## config.mk

```make
export PLATFORM = sky130hd
export DESIGN_NAME = svg_phase_cell
export DESIGN_NICKNAME = d
export VERILOG_FILES = /design/src/svg_pkg.sv /design/src/svg_phase_cell.sv
export SDC_FILE = /design/constraint.sdc
export NUM_CORES = 1
export LEC_CHECK = 0
export BUFFER_PORTS_ARGS = -buffer_cell sky130_fd_sc_hd__buf_2
export CORE_AREA = 2 2 137 139
export CTS_BUF_LIST = sky130_fd_sc_hd__clkbuf_4 sky130_fd_sc_hd__clkbuf_8
export CTS_CLUSTER_DIAMETER = 120
export DETAILED_ROUTE_END_ITERATION = 8
export DIE_AREA = 0 0 139 141
export PLACE_DENSITY = 0.67
export SYNTH_ARGS = -nofsm -noshare
export SYNTH_HDL_FRONTEND = slang
export SYNTH_SLANG_ARGS = --single-unit
```

## constraint.sdc

```tcl
create_clock -name clk -period 2.4 [get_ports clk]
set_clock_uncertainty 0.05 [all_clocks]
set_input_delay 0.24 -clock clk [delete_from_list [all_inputs] [get_ports clk]]
set_output_delay 0.24 -clock clk [all_outputs]
set_load 0.02 [all_outputs]
```

## src/svg_pkg.sv

```systemverilog
package svg_pkg;

  // Fixed Q16.16 field width
  localparam int DATA_W = 32;
  // CORDIC datapath width, Q2.30 with headroom
  localparam int CW = 34;
  localparam int CFG_AW = 3;

  // Configuration register indexes
  localparam logic [CFG_AW-1:0] REG_AMPLITUDE = 3'd0;
  localparam logic [CFG_AW-1:0] REG_PERIOD    = 3'd1;
  localparam logic [CFG_AW-1:0] REG_CENTRE    = 3'd2;
  localparam logic [CFG_AW-1:0] REG_GRAD_EN   = 3'd3;
  localparam logic [CFG_AW-1:0] REG_GRAD_MASK = 3'd4;

  // 2*pi in Q3.29
  localparam logic [31:0] TWO_PI_Q29 = 32'd3373259426;
  localparam logic signed [CW-1:0] CORDIC_GAIN  = 34'sh26DD3B6A;
  localparam logic signed [CW-1:0] QUARTER_TURN = 34'sh40000000;
  localparam logic signed [CW-1:0] HALF_TURN    = 34'sh80000000;
  localparam logic [DATA_W-1:0] SAT_POS = 32'h7FFFFFFF;
  localparam logic [DATA_W-1:0] SAT_NEG = 32'h80000000;

  // Sample data riding along the phase divider
  typedef struct packed {
    logic        dneg;
    logic [31:0] ud;
  } ph_tag_t;

  // Sample data riding along the CORDIC
  typedef struct packed {
    logic    flip;
    ph_tag_t ph;
  } cd_tag_t;

  // Finished value results plus gradient signs
  typedef struct packed {
    logic [DATA_W-1:0] mv;
    logic              mv_ovf;
    logic [DATA_W-1:0] ga;
    logic              neg_c;
    logic              neg_p;
  } res_t;

  // Data riding along the gradient dividers
  typedef struct packed {
    res_t res;
    logic ovf_c;
    logic ovf_p;
  } gr_tag_t;

  // Rotation angle per CORDIC step, in units of 2^-32 turn
  function automatic logic [31:0] turn_angle(input int idx);
    logic [31:0] a;
    case (idx)
      0:  a = 32'h20000000;
      1:  a = 32'h12E4051E;
      2:  a = 32'h09FB385B;
      3:  a = 32'h051111D4;
      4:  a = 32'h028B0D43;
      5:  a = 32'h0145D7E1;
      6:  a = 32'h00A2F61E;
      7:  a = 32'h00517C55;
      8:  a = 32'h0028BE53;
      9:  a = 32'h00145F2F;
      10: a = 32'h000A2F98;
      11: a = 32'h000517CC;
      12: a = 32'h00028BE6;
      13: a = 32'h000145F3;
      14: a = 32'h0000A2F9;
      15: a = 32'h0000517C;
      16: a = 32'h000028BE;
      17: a = 32'h0000145F;
      18: a = 32'h00000A2F;
      19: a = 32'h00000517;
      20: a = 32'h0000028B;
      21: a = 32'h00000145;
      22: a = 32'h000000A2;
      23: a = 32'h00000051;
      24: a = 32'h00000028;
      25: a = 32'h00000014;
      26: a = 32'h0000000A;
      27: a = 32'h00000005;
      28: a = 32'h00000002;
      29: a = 32'h00000001;
      default: a = 32'h00000000;
    endcase
    return a;
  endfunction

endpackage

```

## src/svg_phase_cell.sv

```systemverilog
module svg_phase_cell
  import svg_pkg::*;
(
  input  logic        clk,
  input  logic        rst_n,
  input  logic        in_vld,
  input  logic [30:0] in_rem,
  input  logic [63:0] in_dvd,
  input  logic [31:0] in_quo,
  input  ph_tag_t     in_tag,
  input  logic [30:0] divisor,
  output logic        out_vld,
  output logic [30:0] out_rem,
  output logic [63:0] out_dvd,
  output logic [31:0] out_quo,
  output ph_tag_t     out_tag
);

  logic        vld_r;
  logic [30:0] rem_r, rem_nxt;
  logic [63:0] dvd_r;
  logic [31:0] quo_r;
  ph_tag_t     tag_r;
  logic [31:0] trial, diff;
  logic        ge;

  // Restoring step: bring in one dividend bit, subtract if it fits
  always_comb begin
    trial   = {in_rem, in_dvd[63]};
    diff    = trial - {1'b0, divisor};
    ge      = trial >= {1'b0, divisor};
    rem_nxt = ge ? diff[30:0] : trial[30:0];
  end

  always_ff @(posedge clk) begin
    if (!rst_n) begin
      vld_r <= 1'b0;
    end else begin
      vld_r <= in_vld;
    end
  end

  // Advance payload
  always_ff @(posedge clk) begin
    rem_r <= rem_nxt;
    dvd_r <= {in_dvd[62:0], 1'b0};
    quo_r <= {in_quo[30:0], ge};
    tag_r <= in_tag;
  end

  assign out_vld = vld_r;
  assign out_rem = rem_r;
  assign out_dvd = dvd_r;
  assign out_quo = quo_r;
  assign out_tag = tag_r;

endmodule

```

==> results.cfg <==
[sta]
final-max-slew-violation-count = 0
worst_pin_slew_ps = 489
setup_tns_ps = 0
hold_violations = 0
timing.fmax_ghz = 0.437
final.hold.worst_slack_ps = 34.7
timing.slew.headroom_pct = 67.1
setup_violations = 0
finalWorstPathRequiredPeriod_ps = 2290
grt_setup_unrepaired = no
fin_crit_sh_pct = 95.4

[clocking]
clock-root-buffer = sky130_fd_sc_hd__clkbuf_8
cts_htree_levels = 4
cts_buffer_depth = 2
path_clk_slew_ps = 110
cts_tree = yes
clock_sink_count = 160
tritoncts.num_buffers = 17

[power]
irDropWorstVdd_mv = 0.448
report.power.total_mw = 6.66
power.density_cell_area_nw_per_um2 = 673
p_leak_nw = 4.97

[cells_and_area]
multi_input_gate_area_in_the_final_layout_um2 = 1970
nets_final = 1321
final_layout_size_suffix_gt1_share_pct = 42.8
areaGrowthSynthToFinish_pct = 84.4
sequential_cell_area_um2 = 3200
fin_area_um2 = 9890
fill_cells = 1628

[floorplan]
die-area_um2 = 19600
floorplan.die.width_um = 139
initial_core_util_pct = 29.4
height_of_the_chip_um = 141
placement_rows = 50
core_region_area_um2 = 18300
ios = 355

[run]
cap_viol_max_count = 0

[hold_path]
min-delay-path-class = input port to register

[logic_synthesis]
flip_flop_cell_with_the_highest_count_after_synthesis = sky130_fd_sc_hd__dfxtp_1
mean_instance_size_in_the_synthesized_netlist_um2 = 10.5
synth_cell_type_count = 49
synth.yosys.seq_area_share_pct = 59.7
postSynthNetCount = 736
synth_common_cells = sky130_fd_sc_hd__dfxtp_1 (160), sky130_fd_sc_hd__a21oi_1 (49), sky130_fd_sc_hd__inv_1 (41), sky130_fd_sc_hd__nor2_1 (41), sky130_fd_sc_hd__nand2_1 (35)
synth.most_common_cell = sky130_fd_sc_hd__dfxtp_1
syn_inst = 510
postSynth.asyncResetShare_pct = 0
synthDominantCellAreaShare_pct = 59.7
largest_area_contributor_in_the_synthesized_netlist = sky130_fd_sc_hd__dfxtp_1
ys.warnings.count = 0
syn-cell-area_um2 = 5360
ys_seq_elements = 160
synth_enable_flop_cells = 0
yosys-top-cells-area = sky130_fd_sc_hd__dfxtp_1 (60%), sky130_fd_sc_hd__ha_1 (7.2%), sky130_fd_sc_hd__a21oi_1 (4.6%)

[global_route]
largest_net_degree_at_the_start_of_global_routing = 19
grt_first_pass_wirelength_um = 33900
antenna_found_initial = 4
globalRouteOverflowTotal = 0
groute.usage.overall_pct = 22.6
grt_pass1_vias = 6066

[placed_design]
place.port_buffers = 352
gp_congestion = 0.889
dpl.hpwl_um = 16900
placed_cell_area_um2 = 7920

[route]
drt-pass1-iter-count = 7
drt-total-wl_um = 23000
via_per_inst = 4.37
drt_drc_violations_left = 0
detail_route.iter0.violations = 248
num_vias = 5871
drt-wirelength-per-cell_um = 17.1
antenna_violating_nets_post_route = 0

[setup_path]
crit_required_ps = 2700
cp-end-kind = register
timing.critical_path.buf_inv = 1
arrival_ps = 2590
crit_path_cells = buf_2 > ha_1 > nand4_1 > o21bai_1 > a211oi_1 > o21ai_0 > a211o_1 > a211oi_1 > o211a_1 > nor3_2
critical_path.max_fanout = 4
timing_worst_setup_path_type = input port to register
timing.critical_path.max_delay_family = compound AO/OA/AOI/OAI gates
max_stage_delay_ps = 420
critical_path_startpoint_category = input port
crit_slowest_cell = sky130_fd_sc_hd__a211oi_1
cpMostUsedCell = sky130_fd_sc_hd__a211oi_1

[run_status]
outcome = finished, final reports clean
==> stage by stage <==
step	setup WS, ps	utilization [%]	instances
2_1_floorplan	17.7	-	510
5_1_grt	2.42	54.1	1344
3_3_place_gp	-332	43.3	1157
4_1_cts	114	53.9	1341
3_5_place_dp	-383	43.3	1157
6_report	110	54.1	1344
==> power by group <==
group | leakage, nW | internal, mW | switching [mW]
combinational | 3.42 | 0.798 | 0.916
sequential | 1.35 | 2.88 | 0.0611
clock | 0.204 | 0.805 | 1.20
total | 4.97 | 4.48 | 2.18
==> final timing paths <==
path              cells past startpoint  slack, ps     endpoint        from
hold / removal                        3         30  out_rem[27]  in_rem[26]
setup / recovery                     10        110  out_rem[27]   in_rem[2]
==> layout make-up <==
| class | instances | area share [%] |
|---|---|---|
| diodes | 2 | 0.0506 |
| inverters | 42 | 1.64 |
| clock buffers | 18 | 2.44 |
| clock inverters | 14 | 1.59 |
| repair buffers | 579 | 39.0 |
| well taps | 234 | 2.96 |
| flip-flops and latches | 160 | 32.4 |
| multi-input cells | 295 | 19.9 |
==> sequential cells by signal, indices dropped and copies added, names as in the netlist <==
name / cells
out_quo: 32
out_tag: 33
out_rem: 31
out_vld: 1
out_dvd: 63
==> per-layer routing <==
layer	part of all wire [%]	vias up	global-route usage (%)
met5	0.13	-	0
met4	3.9	4	10.6
met3	6.7	50	7.13
met2	48	241	38.6
met1	41	2663	26.0
li1	-	2913	-
==> layout by cell type (no fill, tap or decap), drive strengths merged, types with 12 or more instances in the layout <==
master	n
buf	427
dfxtp	160
dlygate4sd3	152
inv	51
a21oi	49
nor2	42
nand2	35
ha	31
o21ai	27
clkbuf	18
xor2	12
==> cell families after synthesis <==
kind of cell,Yosys count,share of synthesized area (%)
xor+xnor,23,3.76
other cells,1,0.0699
mux,1,0.280
buf+inv,55,4.50
fa+ha+maj,32,7.61
flops,160,59.7
compound gates,121,13.9
simple gates,117,10.2
==> repair_timing <==
item,CTS,global route
resized for setup,0,8
hold endpoints to repair,151,0
setup endpoints to repair,0,25
hold buffers,152,0
buffers inserted,0,1
(Power assumes the default switching activity.)
