<file path="config.mk">
export PLATFORM = sky130hd
export DESIGN_NAME = svg_cordic_cell
export DESIGN_NICKNAME = d
export VERILOG_FILES = /design/src/svg_pkg.sv /design/src/svg_cordic_cell.sv
export SDC_FILE = /design/constraint.sdc
export NUM_CORES = 1
export LEC_CHECK = 0
export BUFFER_PORTS_ARGS = -buffer_cell sky130_fd_sc_hd__buf_4
export CELL_PAD_IN_SITES_DETAIL_PLACEMENT = 0
export CELL_PAD_IN_SITES_GLOBAL_PLACEMENT = 1
export CORE_UTILIZATION = 40
export DETAILED_ROUTE_END_ITERATION = 7
export PLACE_DENSITY = 0.92
export SYNTH_ARGS = -nofsm -noshare
export SYNTH_HDL_FRONTEND = slang
export SYNTH_SLANG_ARGS = --single-unit
</file>
<file path="constraint.sdc">
create_clock -name clk -period 5.6 [get_ports clk]
set_input_delay 1.12 -clock clk [delete_from_list [all_inputs] [get_ports clk]]
set_output_delay 1.12 -clock clk [all_outputs]
set_load 0.05 [all_outputs]
</file>
<file path="src/svg_pkg.sv">
package svg_pkg;

  // Fixed Q16.16 field width
  localparam int DATA_W = 32;
  // CORDIC datapath width, Q2.30 with headroom
  localparam int CW = 34;
  localparam int CFG_AW = 3;

  // Configuration register indexes
  localparam logic [CFG_AW-1:0] REG_AMPLITUDE = 3'd0;
  localparam logic [CFG_AW-1:0] REG_PERIOD    = 3'd1;
  localparam logic [CFG_AW-1:0] REG_CENTRE    = 3'd2;
  localparam logic [CFG_AW-1:0] REG_GRAD_EN   = 3'd3;
  localparam logic [CFG_AW-1:0] REG_GRAD_MASK = 3'd4;

  // 2*pi in Q3.29
  localparam logic [31:0] TWO_PI_Q29 = 32'd3373259426;
  localparam logic signed [CW-1:0] CORDIC_GAIN  = 34'sh26DD3B6A;
  localparam logic signed [CW-1:0] QUARTER_TURN = 34'sh40000000;
  localparam logic signed [CW-1:0] HALF_TURN    = 34'sh80000000;
  localparam logic [DATA_W-1:0] SAT_POS = 32'h7FFFFFFF;
  localparam logic [DATA_W-1:0] SAT_NEG = 32'h80000000;

  // Sample data riding along the phase divider
  typedef struct packed {
    logic        dneg;
    logic [31:0] ud;
  } ph_tag_t;

  // Sample data riding along the CORDIC
  typedef struct packed {
    logic    flip;
    ph_tag_t ph;
  } cd_tag_t;

  // Finished value results plus gradient signs
  typedef struct packed {
    logic [DATA_W-1:0] mv;
    logic              mv_ovf;
    logic [DATA_W-1:0] ga;
    logic              neg_c;
    logic              neg_p;
  } res_t;

  // Data riding along the gradient dividers
  typedef struct packed {
    res_t res;
    logic ovf_c;
    logic ovf_p;
  } gr_tag_t;

  // Rotation angle per CORDIC step, in units of 2^-32 turn
  function automatic logic [31:0] turn_angle(input int idx);
    logic [31:0] a;
    case (idx)
      0:  a = 32'h20000000;
      1:  a = 32'h12E4051E;
      2:  a = 32'h09FB385B;
      3:  a = 32'h051111D4;
      4:  a = 32'h028B0D43;
      5:  a = 32'h0145D7E1;
      6:  a = 32'h00A2F61E;
      7:  a = 32'h00517C55;
      8:  a = 32'h0028BE53;
      9:  a = 32'h00145F2F;
      10: a = 32'h000A2F98;
      11: a = 32'h000517CC;
      12: a = 32'h00028BE6;
      13: a = 32'h000145F3;
      14: a = 32'h0000A2F9;
      15: a = 32'h0000517C;
      16: a = 32'h000028BE;
      17: a = 32'h0000145F;
      18: a = 32'h00000A2F;
      19: a = 32'h00000517;
      20: a = 32'h0000028B;
      21: a = 32'h00000145;
      22: a = 32'h000000A2;
      23: a = 32'h00000051;
      24: a = 32'h00000028;
      25: a = 32'h00000014;
      26: a = 32'h0000000A;
      27: a = 32'h00000005;
      28: a = 32'h00000002;
      29: a = 32'h00000001;
      default: a = 32'h00000000;
    endcase
    return a;
  endfunction

endpackage

</file>
<file path="src/svg_cordic_cell.sv">
module svg_cordic_cell
  import svg_pkg::*;
#(
  parameter int STAGE = 0
)
(
  input  logic                 clk,
  input  logic                 rst_n,
  input  logic                 in_vld,
  input  logic signed [CW-1:0] in_x,
  input  logic signed [CW-1:0] in_y,
  input  logic signed [CW-1:0] in_z,
  input  cd_tag_t              in_tag,
  output logic                 out_vld,
  output logic signed [CW-1:0] out_x,
  output logic signed [CW-1:0] out_y,
  output logic signed [CW-1:0] out_z,
  output cd_tag_t              out_tag
);

  localparam logic signed [CW-1:0] ANG = $signed(CW'(turn_angle(STAGE)));

  logic                 vld_r;
  logic signed [CW-1:0] x_r, y_r, z_r;
  logic signed [CW-1:0] x_nxt, y_nxt, z_nxt;
  logic signed [CW-1:0] dx, dy;
  cd_tag_t              tag_r;

  // Rotate toward zero residual angle
  always_comb begin
    dx = in_y >>> STAGE;
    dy = in_x >>> STAGE;
    if (!in_z[CW-1]) begin
      x_nxt = in_x - dx;
      y_nxt = in_y + dy;
      z_nxt = in_z - ANG;
    end else begin
      x_nxt = in_x + dx;
      y_nxt = in_y - dy;
      z_nxt = in_z + ANG;
    end
  end

  always_ff @(posedge clk) begin
    if (!rst_n) begin
      vld_r <= 1'b0;
    end else begin
      vld_r <= in_vld;
    end
  end

  always_ff @(posedge clk) begin
    x_r   <= x_nxt;
    y_r   <= y_nxt;
    z_r   <= z_nxt;
    tag_r <= in_tag;
  end

  assign out_vld = vld_r;
  assign out_x   = x_r;
  assign out_y   = y_r;
  assign out_z   = z_r;
  assign out_tag = tag_r;

endmodule

</file>
==> flow_summary.yaml, run 1 <==
run_status:
  outcome: "completed"
sta:
  setup_slack_ps: 1290
  finalSetupViolations: 0
  slew_headroom: 0.339
  transition_time_at_the_pin_with_the_least_slew_margin_ps: 990
  fmax_mhz: 232
  final_hold_viol_count: 0
  finalMaxSlewViolations: 0
  unrepaired_setup_endpoints_after_global_routing: "false"
  setup-tns-final_ps: 0
  post-route-period-util: 0.770
  period_minus_slack_ps: 4310
die:
  die_w_um: 150
  fp.dieArea_um2: 22500
  fp.coreArea_um2: 21200
  die_height_um: 150
  fp-row-count: 53
  initial_core_util: 0.412
  io-pin-count: 276
power:
  fin_total_pwr_uw: 3830
  vdd.ir_drop.worst_v: 0.000174
  power-per-cell-area_nw_per_um2: 331
  p_leak_uw: 0.00541
final_layout:
  area.sequential_um2: 2720
  most-common-layout-cells: "sky130_fd_sc_hd__buf_4, sky130_fd_sc_hd__dfxtp_1, sky130_fd_sc_hd__a21oi_1"
  filler_cell_count: 1985
  antenna_cells_inserted: 0
  design.final.nets: 1552
  area.growth.synth_to_final_pct: 32.0
  multiInputGateArea_um2: 5410
  final_util: 0.544
  drive_above_1_share: 0.249
  mostFrequentLayoutCell: "sky130_fd_sc_hd__buf_4"
logic_synthesis:
  synth.area.top_cells: "sky130_fd_sc_hd__dfxtp_1, sky130_fd_sc_hd__ha_1, sky130_fd_sc_hd__a21oi_1"
  synth_cells: 1057
  synth_top_cell_by_area: "sky130_fd_sc_hd__dfxtp_1"
  syn_area_um2: 8750
  synth-warning-count: 0
  ys_async_sr_fraction: 0
  synthFlopType: "sky130_fd_sc_hd__dfxtp_1"
  synth_edf_count: 0
  synth_fp_nets: 1303
  yosys.area.top_type_share: 0.311
  synth-seq-cells: 136
  yosysSeqAreaShare: 0.311
  synth.lib_cells_used.distinct: 69
  syn_area_per_cell_um2: 8.28
setup_path:
  critPathRequiredTime_ps: 5890
  classification_of_the_worst_setup_path: "input port to flip-flop"
  timing.critical_path.cells: "buf_4 -> inv_1 -> ha_1 -> nand2_1 -> or4_1 -> nor4_1 -> o211ai_1 -> nand4b_1 -> and3b_1 -> o31ai_1 -> o31a_1 -> xnor2_1"
  critical_path.max_stage_delay_ps: 630
  critical_path.max_fanout: 18
  end_kind: "flip-flop"
  critical_path_arrival_ps: 4610
  slowest_stage: "sky130_fd_sc_hd__ha_1"
  crit_path_start_kind: "input port"
routing:
  routed_wire_length_um: 28900
  drt_drc_violations_left: 0
  detailroute.via_count: 8712
  routedWlPerCell_um: 18.1
  firstDrtPassIters: 6
  initialDrtViolationCount: 670
  ant_nets: 0
  post_drt_via_cell_ratio: 5.47
clock_network:
  clock_sink_count: 136
  clockRootBuffer: "sky130_fd_sc_hd__clkbuf_16"
  cts-resized-gates: 0
  tritoncts: "done"
  clock_tree.buffer_depth: 2
  cts.hold.buffers_added: 0
  cts_max_level: 4
  clk_pin_slew_worst_paths_ps: 70
  cts_setup_buffers: 0
  numCtsBuffers: 17
global_routing:
  grt_pass1_wl_um: 43100
  largest_net_degree_at_the_start_of_global_routing: 81
  vias_in_the_first_global_route: 8078
  global_route.usage.total: 0.250
  antenna_found_initial: 0
  grt_remaining_overflow: 0
hold_path:
  worst_hold_path_type: "input port to flip-flop"
placed_design:
  place.port_buffers: 275
  place_ws_ps: 987
  hpwl_um: 22600
  gpl.final_weighted_congestion: 0.946
job:
  drv.max_cap_violation_count: 0
-- final timing paths --
check | from | end | cells past startpoint
min | in_tag[4] | out_tag[4] | 1
max | in_x[12] | out_x[31] | 12
-- routing by layer --
| layer | track usage | up-vias | routed length, um |
|---|---|---|---|
| li1 | - | 4183 | - |
| met1 | 0.294 | 4012 | 11100 |
| met2 | 0.438 | 463 | 14300 |
| met3 | 0.0576 | 54 | 2640 |
| met4 | 0.0965 | 0 | 830 |
| met5 | 0 | - | 0 |
-- metrics by stage --
stage | hold WS [ps] | instances | instance area (um^2)
floorplan | 1150 | 1057 | 8750
global placement | 1220 | 1562 | 11000
detailed placement | 1230 | 1562 | 11000
CTS | 778 | 1594 | 11600
global route | 768 | 1594 | 11600
finish | 792 | 1594 | 11600
-- where the power goes --
group | internal (uW) | switching, uW | leakage, uW
Clock | 599 | 521 | 0.000279
Sequential | 1110 | 47.9 | 0.00115
Combinational | 503 | 1040 | 0.00398
-- critical path, delay by kind of cell --
kind,cells,cell delay [ps]
compound gates,3,600
simple gates,5,1970
fa+ha+maj,1,630
xor+xnor,1,140
buf+inv,2,130
-- sequential cells by signal, indices dropped and copies added, names as in the netlist --
signal and flops:
out_tag 34, out_vld 1, out_x 34, out_y 33
out_z 34
-- final cells by class --
cell class | instances | share of cell area
clock inverters | 14 | 0.0116
flip-flops and latches | 136 | 0.236
clock buffers | 18 | 0.0380
repair buffers | 278 | 0.181
multi-input cells | 763 | 0.469
inverters | 110 | 0.0357
well taps | 275 | 0.0298
-- Yosys cell counts (9+ instances only) --
| library cell | count |
|---|---|
| sky130_fd_sc_hd__nand2b_1 | 11 |
| sky130_fd_sc_hd__dfxtp_1 | 136 |
| sky130_fd_sc_hd__buf_2 | 9 |
| sky130_fd_sc_hd__buf_1 | 9 |
| sky130_fd_sc_hd__nor4_1 | 9 |
| sky130_fd_sc_hd__o21ai_0 | 88 |
| sky130_fd_sc_hd__o21bai_1 | 27 |
| sky130_fd_sc_hd__xor2_1 | 9 |
| sky130_fd_sc_hd__nand3_1 | 16 |
| sky130_fd_sc_hd__nor2b_1 | 14 |
| sky130_fd_sc_hd__mux2i_1 | 11 |
| sky130_fd_sc_hd__nand2_1 | 31 |
| sky130_fd_sc_hd__ha_1 | 103 |
| sky130_fd_sc_hd__a31oi_1 | 9 |
| sky130_fd_sc_hd__inv_1 | 104 |
| sky130_fd_sc_hd__nor2_1 | 76 |
| sky130_fd_sc_hd__a21o_1 | 18 |
| sky130_fd_sc_hd__a21oi_1 | 117 |
| sky130_fd_sc_hd__nor3_1 | 26 |
| sky130_fd_sc_hd__o211ai_1 | 16 |
| sky130_fd_sc_hd__xnor2_1 | 57 |
| sky130_fd_sc_hd__clkbuf_1 | 26 |
| sky130_fd_sc_hd__nand4_1 | 10 |
| sky130_fd_sc_hd__a211oi_1 | 18 |
-- cell families after synthesis --
logic type,share of synthesized area
compound gates,0.257
simple gates,0.127
buf+inv,0.0705
flops,0.311
fa+ha+maj,0.156
xor+xnor,0.0660
mux,0.0126
No activity file was read; power rests on OpenSTA's default activity.
==> run 2, diff against run 1 <==
Settings changed: CORE_UTILIZATION 40 to 34, PLACE_DENSITY 0.92 to 0.83.
Clock period 5.6 ns to 3.5 ns, I/O delays scaled along.
==> flow_summary.yaml, run 2 (synthesis results as in run 1) <==
clock_network:
  cts-resized-gates: 0
  numCtsBuffers: 17
  clk_pin_slew_worst_paths_ps: 70
  cts_setup_buffers: 0
  clock_sink_count: 136
  tritoncts: "done"
  clockRootBuffer: "sky130_fd_sc_hd__clkbuf_16"
  cts.hold.buffers_added: 0
  clock_tree.buffer_depth: 2
  cts_max_level: 4
routing:
  detailroute.via_count: 9051
  ant_nets: 0
  initialDrtViolationCount: 845
  drt_drc_violations_left: 0
  post_drt_via_cell_ratio: 5.17
  routed_wire_length_um: 31000
  routedWlPerCell_um: 17.7
  firstDrtPassIters: 5
sta:
  fmax_mhz: 309
  finalSetupViolations: 0
  final_hold_viol_count: 0
  transition_time_at_the_pin_with_the_least_slew_margin_ps: 1050
  finalMaxSlewViolations: 0
  setup-tns-final_ps: 0
  slew_headroom: 0.301
  unrepaired_setup_endpoints_after_global_routing: "false"
  period_minus_slack_ps: 3230
  post-route-period-util: 0.923
power:
  power-per-cell-area_nw_per_um2: 511
  fin_total_pwr_uw: 6360
  vdd.ir_drop.worst_v: 0.000323
  p_leak_uw: 0.00592
setup_path:
  slowest_stage: "sky130_fd_sc_hd__o311ai_1"
  classification_of_the_worst_setup_path: "input port to flip-flop"
  worstPathBufferInverterCount: 2
  timing.critical_path.cells: "buf_4 -> inv_1 -> ha_1 -> nand2_1 -> or4_1 -> o21ai_0 -> a21oi_1 -> o311ai_1 -> a21oi_1 -> mux2i_1 -> xnor2_1"
  cell_occurring_most_often_along_the_worst_timing_path: "sky130_fd_sc_hd__a21oi_1"
  end_kind: "flip-flop"
  critical_path.max_fanout: 10
  critPathRequiredTime_ps: 3850
  critPathTopFamily: "compound AO/OA/AOI/OAI gates"
  critical_path_arrival_ps: 3580
  critical_path.max_stage_delay_ps: 610
  crit_path_start_kind: "input port"
placed_design:
  dp_cells: 1718
  placed_area_um2: 11800
  gpl.final_weighted_congestion: 0.927
  hpwl_um: 25000
  place.port_buffers: 275
hold_path:
  min_delay_path_depth: 1
  hold_start: "in_tag[22]"
  worst_hold_path_type: "input port to flip-flop"
  holdPathEnd: "out_tag[22]"
final_layout:
  design.final.nets: 1653
  mostFrequentLayoutCell: "sky130_fd_sc_hd__buf_4"
  final_cell_count_no_fill: 1750
  area.sequential_um2: 2720
  fin_area_um2: 12400
  area.growth.synth_to_final_pct: 42.0
  multiInputGateArea_um2: 5410
  drive_above_1_share: 0.303
  most-common-layout-cells: "sky130_fd_sc_hd__buf_4, sky130_fd_sc_hd__dfxtp_1, sky130_fd_sc_hd__a21oi_1"
  final_util: 0.494
  filler_cell_count: 2454
  antenna_cells_inserted: 0
die:
  io-pin-count: 276
  initial_core_util: 0.348
  fp-row-count: 58
  fp.dieArea_um2: 26400
  fp.coreArea_um2: 25200
  die_w_um: 162
  die_height_um: 162
global_routing:
  global_route.usage.total: 0.232
  largest_net_degree_at_the_start_of_global_routing: 56
  antenna_found_initial: 0
  grt_remaining_overflow: 0
  grt_pass1_wl_um: 47400
  vias_in_the_first_global_route: 8806
job:
  drv.max_cap_violation_count: 0
run_status:
  outcome: "completed"
==> run 2: changes by cell type in the layout (fill, tap and decap cells not counted) <==
| cell | delta |
|---|---|
| sky130_fd_sc_hd__buf_12 | +3 |
| sky130_fd_sc_hd__buf_4 | +98 |
| sky130_fd_sc_hd__bufinv_16 | +1 |
| sky130_fd_sc_hd__clkinv_4 | -4 |
| sky130_fd_sc_hd__clkinv_8 | -1 |
| sky130_fd_sc_hd__clkinvlp_4 | +1 |
| sky130_fd_sc_hd__inv_6 | +2 |
| sky130_fd_sc_hd__inv_8 | +1 |
| sky130_fd_sc_hd__o311ai_0 | -1 |
| sky130_fd_sc_hd__o311ai_1 | +1 |
==> run 2: worst max path at each step <==
| stage | start | slack, ps | end | cells past startpoint |
|---|---|---|---|---|
| 6_report | in_x[16] | 270 | out_y[27] | 11 |
| 5_1_grt | in_x[16] | 40 | out_x[31] | 12 |
| 4_1_cts | in_x[1] | 260 | out_y[33] | 14 |
| 3_5_place_dp | in_x[1] | -150 | out_y[33] | 14 |
| 3_3_place_gp | in_x[1] | -180 | out_y[33] | 14 |
| 2_1_floorplan | in_x[15] | 460 | out_x[21] | 11 |
==> run 2: per-layer routing <==
metal  part of all wire  vias to the layer above  GRT usage  routed length (um)
li1                   -                     4393          -                   -
met1               0.42                     4209      0.281               13000
met2               0.48                      400      0.402               14900
met3              0.069                       49     0.0430                2140
met4              0.029                        0     0.0892                 914
met5                  0                        -          0                   0
==> run 2: power by group <==
part / switching, uW / total [uW] / internal (uW)
Clock: 813 / 1840 / 1030
Sequential: 89.3 / 1870 / 1780
Combinational: 1710 / 2640 / 932
Total: 2610 / 6360 / 3740
==> run 2: final cells by class <==
class | count | share of cell area
Clock buffer | 18 | 0.0353
Clock inverter | 14 | 0.0120
Inverter | 110 | 0.0332
Multi-Input combinational cell | 763 | 0.435
Sequential cell | 136 | 0.219
Tap cell | 330 | 0.0332
Timing Repair Buffer | 379 | 0.232
==> run 2: metrics by stage <==
step | worst slack (ps) | hold slack [ps]
6_report | 269 | 373
5_1_grt | 43.6 | 352
4_1_cts | 258 | 356
3_5_place_dp | -155 | 806
3_3_place_gp | -181 | 805
2_1_floorplan | 459 | 728
