<file path="src/svg_pkg.sv">
package svg_pkg;

  // Fixed Q16.16 field width
  localparam int DATA_W = 32;
  // CORDIC datapath width, Q2.30 with headroom
  localparam int CW = 34;
  localparam int CFG_AW = 3;

  // Configuration register indexes
  localparam logic [CFG_AW-1:0] REG_AMPLITUDE = 3'd0;
  localparam logic [CFG_AW-1:0] REG_PERIOD    = 3'd1;
  localparam logic [CFG_AW-1:0] REG_CENTRE    = 3'd2;
  localparam logic [CFG_AW-1:0] REG_GRAD_EN   = 3'd3;
  localparam logic [CFG_AW-1:0] REG_GRAD_MASK = 3'd4;

  // 2*pi in Q3.29
  localparam logic [31:0] TWO_PI_Q29 = 32'd3373259426;
  localparam logic signed [CW-1:0] CORDIC_GAIN  = 34'sh26DD3B6A;
  localparam logic signed [CW-1:0] QUARTER_TURN = 34'sh40000000;
  localparam logic signed [CW-1:0] HALF_TURN    = 34'sh80000000;
  localparam logic [DATA_W-1:0] SAT_POS = 32'h7FFFFFFF;
  localparam logic [DATA_W-1:0] SAT_NEG = 32'h80000000;

  // Sample data riding along the phase divider
  typedef struct packed {
    logic        dneg;
    logic [31:0] ud;
  } ph_tag_t;

  // Sample data riding along the CORDIC
  typedef struct packed {
    logic    flip;
    ph_tag_t ph;
  } cd_tag_t;

  // Finished value results plus gradient signs
  typedef struct packed {
    logic [DATA_W-1:0] mv;
    logic              mv_ovf;
    logic [DATA_W-1:0] ga;
    logic              neg_c;
    logic              neg_p;
  } res_t;

  // Data riding along the gradient dividers
  typedef struct packed {
    res_t res;
    logic ovf_c;
    logic ovf_p;
  } gr_tag_t;

  // Rotation angle per CORDIC step, in units of 2^-32 turn
  function automatic logic [31:0] turn_angle(input int idx);
    logic [31:0] a;
    case (idx)
      0:  a = 32'h20000000;
      1:  a = 32'h12E4051E;
      2:  a = 32'h09FB385B;
      3:  a = 32'h051111D4;
      4:  a = 32'h028B0D43;
      5:  a = 32'h0145D7E1;
      6:  a = 32'h00A2F61E;
      7:  a = 32'h00517C55;
      8:  a = 32'h0028BE53;
      9:  a = 32'h00145F2F;
      10: a = 32'h000A2F98;
      11: a = 32'h000517CC;
      12: a = 32'h00028BE6;
      13: a = 32'h000145F3;
      14: a = 32'h0000A2F9;
      15: a = 32'h0000517C;
      16: a = 32'h000028BE;
      17: a = 32'h0000145F;
      18: a = 32'h00000A2F;
      19: a = 32'h00000517;
      20: a = 32'h0000028B;
      21: a = 32'h00000145;
      22: a = 32'h000000A2;
      23: a = 32'h00000051;
      24: a = 32'h00000028;
      25: a = 32'h00000014;
      26: a = 32'h0000000A;
      27: a = 32'h00000005;
      28: a = 32'h00000002;
      29: a = 32'h00000001;
      default: a = 32'h00000000;
    endcase
    return a;
  endfunction

endpackage

</file>
<file path="src/svg_grad_cell.sv">
module svg_grad_cell
  import svg_pkg::*;
(
  input  logic        clk,
  input  logic        rst_n,
  input  logic        in_vld,
  input  logic [30:0] in_rc,
  input  logic [31:0] in_dc,
  input  logic [31:0] in_qc,
  input  logic [61:0] in_rp,
  input  logic [31:0] in_dp,
  input  logic [31:0] in_qp,
  input  gr_tag_t     in_tag,
  input  logic [30:0] p_div,
  input  logic [61:0] pp_div,
  output logic        out_vld,
  output logic [30:0] out_rc,
  output logic [31:0] out_dc,
  output logic [31:0] out_qc,
  output logic [61:0] out_rp,
  output logic [31:0] out_dp,
  output logic [31:0] out_qp,
  output gr_tag_t     out_tag
);

  logic        vld_r;
  logic [30:0] rc_r, rc_nxt;
  logic [31:0] dc_r, qc_r, dp_r, qp_r;
  logic [61:0] rp_r, rp_nxt;
  gr_tag_t     tag_r;
  logic [31:0] tc, dfc;
  logic [62:0] tp, dfp;
  logic        gec, gep;

  // Centre divider step, divisor P
  always_comb begin
    tc     = {in_rc, in_dc[31]};
    dfc    = tc - {1'b0, p_div};
    gec    = tc >= {1'b0, p_div};
    rc_nxt = gec ? dfc[30:0] : tc[30:0];
  end

  // Period divider step, divisor P squared
  always_comb begin
    tp     = {in_rp, in_dp[31]};
    dfp    = tp - {1'b0, pp_div};
    gep    = tp >= {1'b0, pp_div};
    rp_nxt = gep ? dfp[61:0] : tp[61:0];
  end

  always_ff @(posedge clk) begin
    if (!rst_n) begin
      vld_r <= 1'b0;
    end else begin
      vld_r <= in_vld;
    end
  end

  always_ff @(posedge clk) begin
    rc_r  <= rc_nxt;
    dc_r  <= {in_dc[30:0], 1'b0};
    qc_r  <= {in_qc[30:0], gec};
    rp_r  <= rp_nxt;
    dp_r  <= {in_dp[30:0], 1'b0};
    qp_r  <= {in_qp[30:0], gep};
    tag_r <= in_tag;
  end

  assign out_vld = vld_r;
  assign out_rc  = rc_r;
  assign out_dc  = dc_r;
  assign out_qc  = qc_r;
  assign out_rp  = rp_r;
  assign out_dp  = dp_r;
  assign out_qp  = qp_r;
  assign out_tag = tag_r;

endmodule

</file>
<file path="config.mk">
export PLATFORM = sky130hd
export DESIGN_NAME = svg_grad_cell
export DESIGN_NICKNAME = d
export VERILOG_FILES = /design/src/svg_pkg.sv /design/src/svg_grad_cell.sv
export SDC_FILE = /design/constraint.sdc
export NUM_CORES = 1
export LEC_CHECK = 0
export BUFFER_PORTS_ARGS = -buffer_cell sky130_fd_sc_hd__buf_2
export CAP_MARGIN = 5
export CORE_AREA = 2 2 261 263
export CTS_CLUSTER_DIAMETER = 60
export DETAILED_ROUTE_END_ITERATION = 16
export DIE_AREA = 0 0 263 265
export GPL_TIMING_DRIVEN = 0
export SYNTH_ARGS = -nofsm -noshare
export SYNTH_HDL_FRONTEND = slang
export SYNTH_SLANG_ARGS = --single-unit
</file>
<file path="constraint.sdc">
create_clock -name clk -period 4.05 [get_ports clk]
set_clock_uncertainty 0.1 [all_clocks]
set_input_delay 0.405 -clock clk [delete_from_list [all_inputs] [get_ports clk]]
set_output_delay 0.405 -clock clk [all_outputs]
set_load 0.03 [all_outputs]
</file>
==> summary.md, run 1 <==
| Metric | Value |
|---|---|
| Outcome | `completed` |
| Overflow after GRT | `0` |
| Slowest cell delay on critical path | `0.53 ns` |
| Sw power | `0.00347 W` |
| Vias in the first global route | `13700` |
| Max-slew violations | `0` |
| GPL Wtd Cong | `0.890` |
| Most common cell after layout, fill and taps aside | `buf_2` |
| CP cell instances | `dlygate4sd3_1 -> buf_2 -> ha_1 -> clkbuf_1 -> a21oi_1 -> o21ai_0 -> a21oi_1 -> o21ai_0 -> nand3_1 -> o211a_1 -> o41ai_1 -> and3_1 -> clkbuf_4 -> buf_6 -> buf_2 -> a21oi_1` |
| Fin crit share | `96.8%` |
| Lkg Pwr | `10.1 nW` |
| Post-Synth Simple-Gate Area | `11.6%` |
| Commonest non-fill, non-tap cells in the layout | `682 x buf_2, 289 x dfxtp_1, 269 x dlygate4sd3_1` |
| Clock Path Buffers | `3` |
| First-pass GRT wire length | `83800 um` |
| Worst setup path class | `in2reg` |
| Die X | `263 um` |
| Final setup violation count | `0` |
| Fillers | `6987` |
| Share of layout cells above drive strength 1 | `34.8%` |
| Post-Syn Instances | `1326` |
| Mapped Area | `12300 um^2` |
| Crit. End Element | `register` |
| CTS tree | `yes` |
| Vias per Instance | `4.19` |
| Hold crit path type | `in2reg` |
| CP Data Required Time | `4.36 ns` |
| Die area | `69700 um^2` |
| Num ports | `677` |
| Largest family of logic cells by synthesized area | `compound AO/OA/AOI/OAI gates` |
| Final Hold Viols | `0` |
| Num rows | `95` |
| Mapped Avg Cell Area | `9.28 um^2` |
| Slew HR | `56.5%` |
| Fin Hold WS | `0.0465 ns` |
| Detailed-placement wirelength estimate | `47300 um` |
| Post-synth EDFFs | `0` |
| Worst-path clk slew | `0.05 ns` |
| DRC Markers | `0` |
| Compound-cell area share of the yosys netlist | `18.6%` |
| Netlist cell types | `67` |
| CTS Sinks | `289` |
| Ys async rst share | `0%` |
| Power Density | `474 nW/um^2` |
| I/O Buffers | `672` |
| Internal Pwr Total | `0.00654 W` |
| Final ANT Viol Nets | `0` |
| Root Buffer | `clkbuf_16` |
| Routed len/inst | `18.3 um` |
| Synthesized flop and latch total | `289` |
| Comb pwr share | `27.3%` |
| Post-synthesis sequential area ratio | `47.0%` |
| Clk pwr share | `40.0%` |
| DRT iter0 DRCs | `586` |
| Drt first pass iters | `5` |
| Max-Cap Viols | `0` |
| Synth Flop Type | `dfxtp_1` |
| Max IR drop VDD | `299 uV` |
| Slew @ Worst Pin | `0.644 ns` |
| CP max FO | `10` |
| Core area | `66800 um^2` |
| Fmax | `255 MHz` |
| Slowest CP cell | `dlygate4sd3_1` |
| Final std cells w/o fill | `3234` |
| Flop pwr share | `32.7%` |
| Cts bufs inserted | `44` |
| Sw Share | `34.7%` |
| Via count | `13500` |
| Initial Util | `18.4%` |
| YS warnings | `0` |
| Largest net degree at the start of global routing | `15` |
| CTS H-tree depth | `2` |
| Die Height | `265 um` |
| Adder and majority gate portion of the synthesized area | `9.89%` |
| CP startpoint kind | `input pin` |
| Setup repair bufs after CTS | `0` |
| Routed WL | `59200 um` |
| Post-synthesis xor/xnor area fraction | `5.91%` |
| Tot GR Track Use | `16.1%` |
| Placed cell count | `2872` |
| Initial antenna violation count | `25` |
| Mux cell area share after synthesis | `1.68%` |
| Post-layout min period | `3.92 ns` |
| Unrepaired setup endpoints after global routing | `false` |
| Most frequent CP cell | `a21oi_1` |
| Crit path DAT | `4.23 ns` |
| P&R area growth vs syn | `71.5%` |
| NumNets Final | `2796` |
critical path, delay by kind of cell:
family	cells	cell delay, ns
AO/OA/AOI/OAI	7	1.44
adder cells (fa/ha/maj)	1	0.27
buffers and inverters	6	1.75
AND/OR/NAND/NOR	2	0.34
worst paths after layout:
kind	cells past startpoint	slack (ns)	to	startpoint
max	16	0.13	out_rp[36]	in_rp[47]
min	3	0.05	out_rp[31]	in_rp[30]
logic make-up after synthesis:
kind of cell	after synthesis
and+or+nand+nor	308
other	1
xor gates and xnor gates	83
AOI/OAI and AO/OA	366
DFF	289
muxes	18
adders and majority gates	96
buffers and inverters	165
registers in the layout, summed over array words and instances (netlist names):
register and flops:
out_tag 69, out_rp 62, out_qc 32, out_qp 32, out_dc 31, out_dp 31
out_rc 31, out_vld 1
routing by layer:
layer	track usage, %	share of wire, %	vias up	wire, um
li1	-	-	6581	-
met1	19.8	42	6271	25000
met2	25.6	45	561	26400
met3	6.25	10	106	6060
met4	5.34	2.7	20	1570
met5	0	0.22	-	131
cells in the mapped netlist, drive strengths merged, types with 10 or more instances:
cell | instances | area, um^2
a211oi | 13 | 97.6
a21o | 40 | 302
a21oi | 145 | 726
buf | 14 | 81.3
clkbuf | 33 | 124
dfxtp | 289 | 5790
ha | 94 | 1180
inv | 118 | 443
mux2 | 18 | 206
nand2 | 89 | 334
nand3 | 27 | 135
nand4 | 25 | 156
nor2 | 96 | 363
nor3 | 19 | 95.1
o21a | 12 | 90.1
o21ai | 78 | 390
o21bai | 17 | 128
o31ai | 10 | 75.1
xnor2 | 49 | 429
xor2 | 34 | 298
what timing repair did:
| action | 4_1_cts | 5_1_grt |
|---|---|---|
| hold endpoints to repair | 267 | 0 |
| endpoints found under the setup margin | 0 | 51 |
| hold buffers | 269 | 0 |
| gates resized for setup | 0 | 21 |
metrics by stage:
stage	cell area [um^2]	total power (W)	worst slack [ns]	setup TNS [ns]	util, %
6_report	21100	0.0100	0.130	0	31.6
5_1_grt	21100	0.0105	0.0170	0	31.6
4_1_cts	21000	0.0101	0.0227	0	31.4
3_5_place_dp	16800	0.00581	-0.144	-1.41	25.1
3_3_place_gp	16800	0.00580	-0.151	-1.21	25.1
2_1_floorplan	12300	0.00490	0.806	0	-
power by group through the flow:
stage          sequential (W)  combinational [W]  clock, W
2_1_floorplan         0.00396           0.000934         0
3_3_place_gp          0.00332            0.00248         0
3_5_place_dp          0.00332            0.00248         0
4_1_cts               0.00327            0.00272   0.00413
5_1_grt               0.00329            0.00293   0.00424
6_report              0.00327            0.00273   0.00401
area by class of cell:
| cell class | count | area [um^2] | area share (%) |
|---|---|---|---|
| flip-flops and latches | 289 | 5790 | 27.4 |
| clock buffers | 46 | 1130 | 5.35 |
| clock inverters | 34 | 424 | 2.01 |
| diodes | 13 | 32.5 | 0.154 |
| well taps | 873 | 1090 | 5.18 |
| multi-input cells | 873 | 5920 | 28.1 |
| repair buffers | 941 | 6060 | 28.7 |
| inverters | 118 | 443 | 2.10 |
| plain buffers | 47 | 215 | 1.02 |
Power figures use the tool's default switching activity.
==> run 2: changes to the inputs <==
--- a/config.mk
+++ b/config.mk
@@ -13,2 +13,3 @@
 export DIE_AREA = 0 0 263 265
+export GPL_ROUTABILITY_DRIVEN = 0
 export GPL_TIMING_DRIVEN = 0
==> constraint.sdc (replaced) <==
create_clock -name clk -period 4.05 [get_ports clk]
set_clock_uncertainty 0.1 [all_clocks]
set_input_delay 0.81 -clock clk [delete_from_list [all_inputs] [get_ports clk]]
set_output_delay 0.81 -clock clk [all_outputs]
set_load 0.03 [all_outputs]
==> run 2 against run 1 <==
  * Routed wire length is 5.4% lower
  * Combinational power is 8.4% lower
  * Sequential power hardly changed
  * Utilization is 4.1 points lower
  * Sequential share of layout area is 4.1 points higher
  * Worst hold slack better by 0.17 ns
  * Total power is 2.4% lower
  * Flip-flop and latch count stayed put
  * Clock power hardly changed
  * First-iteration DRC count is 17% higher
  * Non-clock buffer count is 269 lower
  * Cell count is 8.4% lower
  * Highest routed layer unchanged
==> summary.md, run 2 (same netlist as run 1, synthesis figures left out) <==
| Metric | Value |
|---|---|
| Outcome | `completed (unchanged)` |
| Hold-fix buffers, CTS | `0 (was 269)` |
| Post-CTS sizing | `0 (unchanged)` |
| Lkg Pwr | `9.00 nW (was 10.1 nW)` |
| Slew @ Worst Pin | `0.925 ns (was 0.644 ns)` |
| Most common cell after layout, fill and taps aside | `buf_2 (unchanged)` |
| Cts bufs inserted | `44 (unchanged)` |
| Worst setup path class | `in2reg (unchanged)` |
| I/O Buffers | `672 (unchanged)` |
| Tot GR Track Use | `15.1% (was 16.1%)` |
| Drt first pass iters | `5 (unchanged)` |
| Num ports | `677 (unchanged)` |
| Slew HR | `37.7% (was 56.5%)` |
| Die area | `69700 um^2 (unchanged)` |
| Fmax | `253 MHz (was 255 MHz)` |
| Fillers | `7240 (was 6987)` |
| Max-slew violations | `0 (unchanged)` |
| CTS tree | `yes (unchanged)` |
| CP startpoint kind | `input pin (unchanged)` |
| Worst-path clk slew | `0.06 ns (was 0.05 ns)` |
| CTS H-tree depth | `2 (unchanged)` |
| Overflow after GRT | `0 (unchanged)` |
| Post-layout min period | `3.96 ns (was 3.92 ns)` |
| Die X | `263 um (unchanged)` |
| Final setup violation count | `0 (unchanged)` |
| CP Data Required Time | `4.41 ns (was 4.36 ns)` |
| Hold crit path type | `in2reg (unchanged)` |
| Unrepaired setup endpoints after global routing | `false (unchanged)` |
| First-pass GRT wire length | `77900 um (was 83800 um)` |
| CTS Sinks | `289 (unchanged)` |
| Core area | `66800 um^2 (unchanged)` |
| Clock Path Buffers | `3 (unchanged)` |
| Final core occ | `27.5% (was 31.6%)` |
| Max IR drop VDD | `299 uV (about the same)` |
| Setup repair bufs after CTS | `0 (unchanged)` |
| Max reg flops | `69 (unchanged)` |
| Initial Util | `18.4% (unchanged)` |
| Sequential Area | `5790 um^2 (unchanged)` |
| Final ANT Viol Nets | `0 (unchanged)` |
| Die Height | `265 um (unchanged)` |
| CP max FO | `4 (was 10)` |
| Largest net degree at the start of global routing | `15 (unchanged)` |
| Fin Hold WS | `0.220 ns (was 0.0465 ns)` |
| Max-Cap Viols | `0 (unchanged)` |
| Crit. End Element | `register (unchanged)` |
| DRC Markers | `0 (unchanged)` |
| Fin crit share | `97.8% (was 96.8%)` |
| Vias in the first global route | `12100 (was 13700)` |
| Initial antenna violation count | `26 (was 25)` |
| Root Buffer | `clkbuf_16 (unchanged)` |
| Routed len/inst | `18.9 um (was 18.3 um)` |
| NumNets Final | `2527 (was 2796)` |
| Share of layout cells above drive strength 1 | `38.8% (was 34.8%)` |
| P&R area growth vs syn | `49.3% (was 71.5%)` |
| Crit path DAT | `4.32 ns (was 4.23 ns)` |
| Final Hold Viols | `0 (unchanged)` |
| Power Density | `532 nW/um^2 (was 474 nW/um^2)` |
| Num rows | `95 (unchanged)` |
| Overall power | `0.00976 W (was 0.0100 W)` |
| Multi-input combinational cell area | `5900 um^2 (was 5920 um^2)` |
| Routed WL | `56000 um (was 59200 um)` |
| Via count | `12400 (was 13500)` |
| DRT iter0 DRCs | `684 (was 586)` |
| Detailed-placement wirelength estimate | `47300 um (unchanged)` |
| Commonest non-fill, non-tap cells in the layout | `683 x buf_2, 289 x dfxtp_1, 145 x a21oi_1 (was 682 x buf_2, 289 x dfxtp_1, 269 x dlygate4sd3_1)` |
| Vias per Instance | `4.20 (was 4.19)` |
-- run 2: cell types whose count changed in the layout (fill, tap and decap cells not counted), sizes merged --
cell / delta
clkbuf: -1
diode: -4
buf: +1
dlygate4sd3: -269
-- run 2: path summary, 6_finish.rpt --
kind,from,end,slack (ns),depth (start not counted)
max,in_dp[31],out_rp[54],0.09,15
min,in_qc[6],out_qc[7],0.22,1
-- run 2: cell type report --
cell class | count | area share, %
antenna | 9 | 0.123
buffer | 47 | 1.12
clock buffer | 46 | 6.15
clock inverter | 34 | 2.31
inverter | 118 | 2.41
multi-input combinational | 873 | 32.1
sequential | 289 | 31.5
tap | 873 | 5.95
timing repair buffer | 672 | 18.3
-- run 2: where the power goes --
part | leakage [nW] | switching [W] | internal, W
registers | 2.44 | 0.0000985 | 0.00317
logic | 5.81 | 0.00167 | 0.000829
clock network | 0.751 | 0.00163 | 0.00237
total | 9.00 | 0.00340 | 0.00636
-- run 2: per-stage QoR --
stage          area (um^2)  worst slack, ns  cells  setup TNS, ns
3_3_place_gp         16800           -0.556   2872         -28.37
6_report             18400           0.0911   2961              0
5_1_grt              18300          0.00757   2955              0
2_1_floorplan        12300            0.401   1327              0
3_5_place_dp         16800           -0.549   2872         -27.67
4_1_cts              18300           0.0352   2952              0
-- run 2: critical path, cell delays in order --
cell	delay (ns)
buf_2	0.11
inv_1	0.08
ha_1	0.15
inv_1	0.05
fa_1	0.41
a21o_1	0.24
a311oi_2	0.39
or4b_1	0.22
a31oi_1	0.23
a41o_1	0.38
a21oi_1	0.32
o21ai_1	0.22
a211oi_1	0.40
xor2_1	0.22
a21oi_1	0.09
-- run 2: metal layers --
layer  part of all wire, %  global-route usage, %  vias up
met5                  0.13                      0        -
met4                   2.4                   4.66       12
met3                    11                   6.11       91
met2                    43                   23.4      550
met1                    43                   19.2     5748
li1                      -                      -     6048
==> run 3: changes to the inputs <==
Settings changed: CTS_CLUSTER_SIZE set to 40, PLACE_DENSITY set to 0.49.
==> run 3 against run 2 <==
  * Fmax grew 2.9%
  * Setup slack gained 0.11 ns
  * First-iteration DRC count shrank 2.9%
  * Largest power group unchanged
==> summary.md, run 3 (same netlist as run 1, synthesis figures left out) <==
| Metric | Value |
|---|---|
| Final Hold Viols | `0 (unchanged)` |
| Final core occ | `27.2% (was 27.5%)` |
| Slew @ Worst Pin | `0.757 ns (was 0.925 ns)` |
| Worst setup path class | `in2reg (unchanged)` |
| Final setup violation count | `0 (unchanged)` |
| CTS tree | `yes (unchanged)` |
| First-pass GRT wire length | `81400 um (was 77900 um)` |
| Initial Util | `18.4% (unchanged)` |
| P&R area growth vs syn | `47.7% (was 49.3%)` |
| Fin crit share | `95.0% (was 97.8%)` |
| Share of layout cells above drive strength 1 | `38.6% (was 38.8%)` |
| Core area | `66800 um^2 (unchanged)` |
| NumNets Final | `2520 (was 2527)` |
| Die X | `263 um (unchanged)` |
| Die Height | `265 um (unchanged)` |
| Root Buffer | `clkbuf_16 (unchanged)` |
| Die area | `69700 um^2 (unchanged)` |
| DRT iter0 DRCs | `664 (was 684)` |
| Final ANT Viol Nets | `0 (unchanged)` |
| Routed len/inst | `19.3 um (was 18.9 um)` |
| Routed WL | `56900 um (was 56000 um)` |
| Hold-fix buffers, CTS | `0 (unchanged)` |
| Max IR drop VDD | `238 uV (was 299 uV)` |
| Via count | `12500 (was 12400)` |
| Overall power | `0.00922 W (was 0.00976 W)` |
| Fmax | `260 MHz (was 253 MHz)` |
| Crit path DAT | `4.19 ns (was 4.32 ns)` |
| CTS Sinks | `289 (unchanged)` |
| Crit. End Element | `register (unchanged)` |
| Initial antenna violation count | `28 (was 26)` |
| Cts bufs inserted | `36 (was 44)` |
| DRC Markers | `0 (unchanged)` |
| CP Data Required Time | `4.39 ns (was 4.41 ns)` |
| Power Density | `507 nW/um^2 (was 532 nW/um^2)` |
| Max-slew violations | `0 (unchanged)` |
| Tot GR Track Use | `15.5% (was 15.1%)` |
| Num ports | `677 (unchanged)` |
| Vias per Instance | `4.24 (was 4.20)` |
| Max reg flops | `69 (unchanged)` |
| I/O Buffers | `672 (unchanged)` |
| Num rows | `95 (unchanged)` |
| Post-layout min period | `3.85 ns (was 3.96 ns)` |
| Worst-path clk slew | `0.10 ns (was 0.06 ns)` |
| Hold crit path type | `in2reg (unchanged)` |
| Outcome | `completed (unchanged)` |
| Most common cell after layout, fill and taps aside | `buf_2 (unchanged)` |
| Lkg Pwr | `8.88 nW (was 9.00 nW)` |
| Detailed-placement wirelength estimate | `48500 um (was 47300 um)` |
| Final setup TNS | `0 ns (unchanged)` |
| Commonest non-fill, non-tap cells in the layout | `682 x buf_2, 289 x dfxtp_1, 139 x a21oi_1 (was 683 x buf_2, 289 x dfxtp_1, 145 x a21oi_1)` |
| Vias in the first global route | `12700 (was 12100)` |
| Largest net degree at the start of global routing | `27 (was 15)` |
| Drt first pass iters | `5 (unchanged)` |
| CP startpoint kind | `input pin (unchanged)` |
| Max-Cap Viols | `0 (unchanged)` |
| Clock Path Buffers | `3 (unchanged)` |
| Place WS | `-0.645 ns (was -0.549 ns)` |
| CP max FO | `10 (was 4)` |
| Slew HR | `49.1% (was 37.7%)` |
| Overflow after GRT | `0 (unchanged)` |
| CTS H-tree depth | `2 (unchanged)` |
| Setup ws final | `0.202 ns (was 0.0911 ns)` |
[run 3: area by class of cell]
cell class	instances	area [um^2]
fillers	7294	48600
multi-input cells	873	5940
flip-flops and latches	289	5790
repair buffers	673	3370
well taps	873	1090
clock buffers	39	932
inverters	118	443
clock inverters	26	378
plain buffers	47	208
diodes	8	20.0
[run 3: repair_timing]
action                                 CTS  global route
setup endpoints to repair                5            46
buffers inserted                         0             1
gates resized for setup                  4             9
endpoints found under the hold margin    0             0
pin swaps                                0             1
[run 3: final timing paths]
kind	startpoint	to	cells after the start
worst max-delay path	in_rp[3]	out_rp[46]	14
worst min-delay path	in_dp[26]	out_dp[27]	1
[run 3: per-stage QoR]
stage,hold WS [ns],instance area (um^2),instances
final,0.234,18200,2946
after global routing,0.183,18200,2943
after CTS,0.185,18100,2937
after detailed placement,0.814,16800,2872
after global placement,0.812,16800,2872
after floorplan,0.738,12300,1327
[run 3: routing by layer]
layer / up-vias / global-route usage [%] / routed length, um
met2: 524 / 25.0 / 25800
met4: 8 / 4.83 / 1560
met3: 94 / 4.77 / 4700
met5: - / 0 / 52
li1: 6019 / - / -
met1: 5849 / 19.8 / 24800
[run 3: critical path: stages]
cell and delay, ns:
buf_2 0.12, ha_1 0.39, a21o_1 0.23, a31oi_2 0.29, a31oi_4 0.20, a311oi_4 0.42
nor3b_2 0.12, o21ai_1 0.32, nand4_1 0.12, and3_1 0.21, buf_2 0.23, buf_6 0.19
clkbuf_4 0.22, a21oi_1 0.30
[run 3: report_power, final]
group	leakage, nW	internal [W]	switching, W	total [W]
clock network	0.626	0.00183	0.00160	0.00343
registers	2.44	0.00316	0.0000950	0.00326
logic	5.82	0.000837	0.00169	0.00252
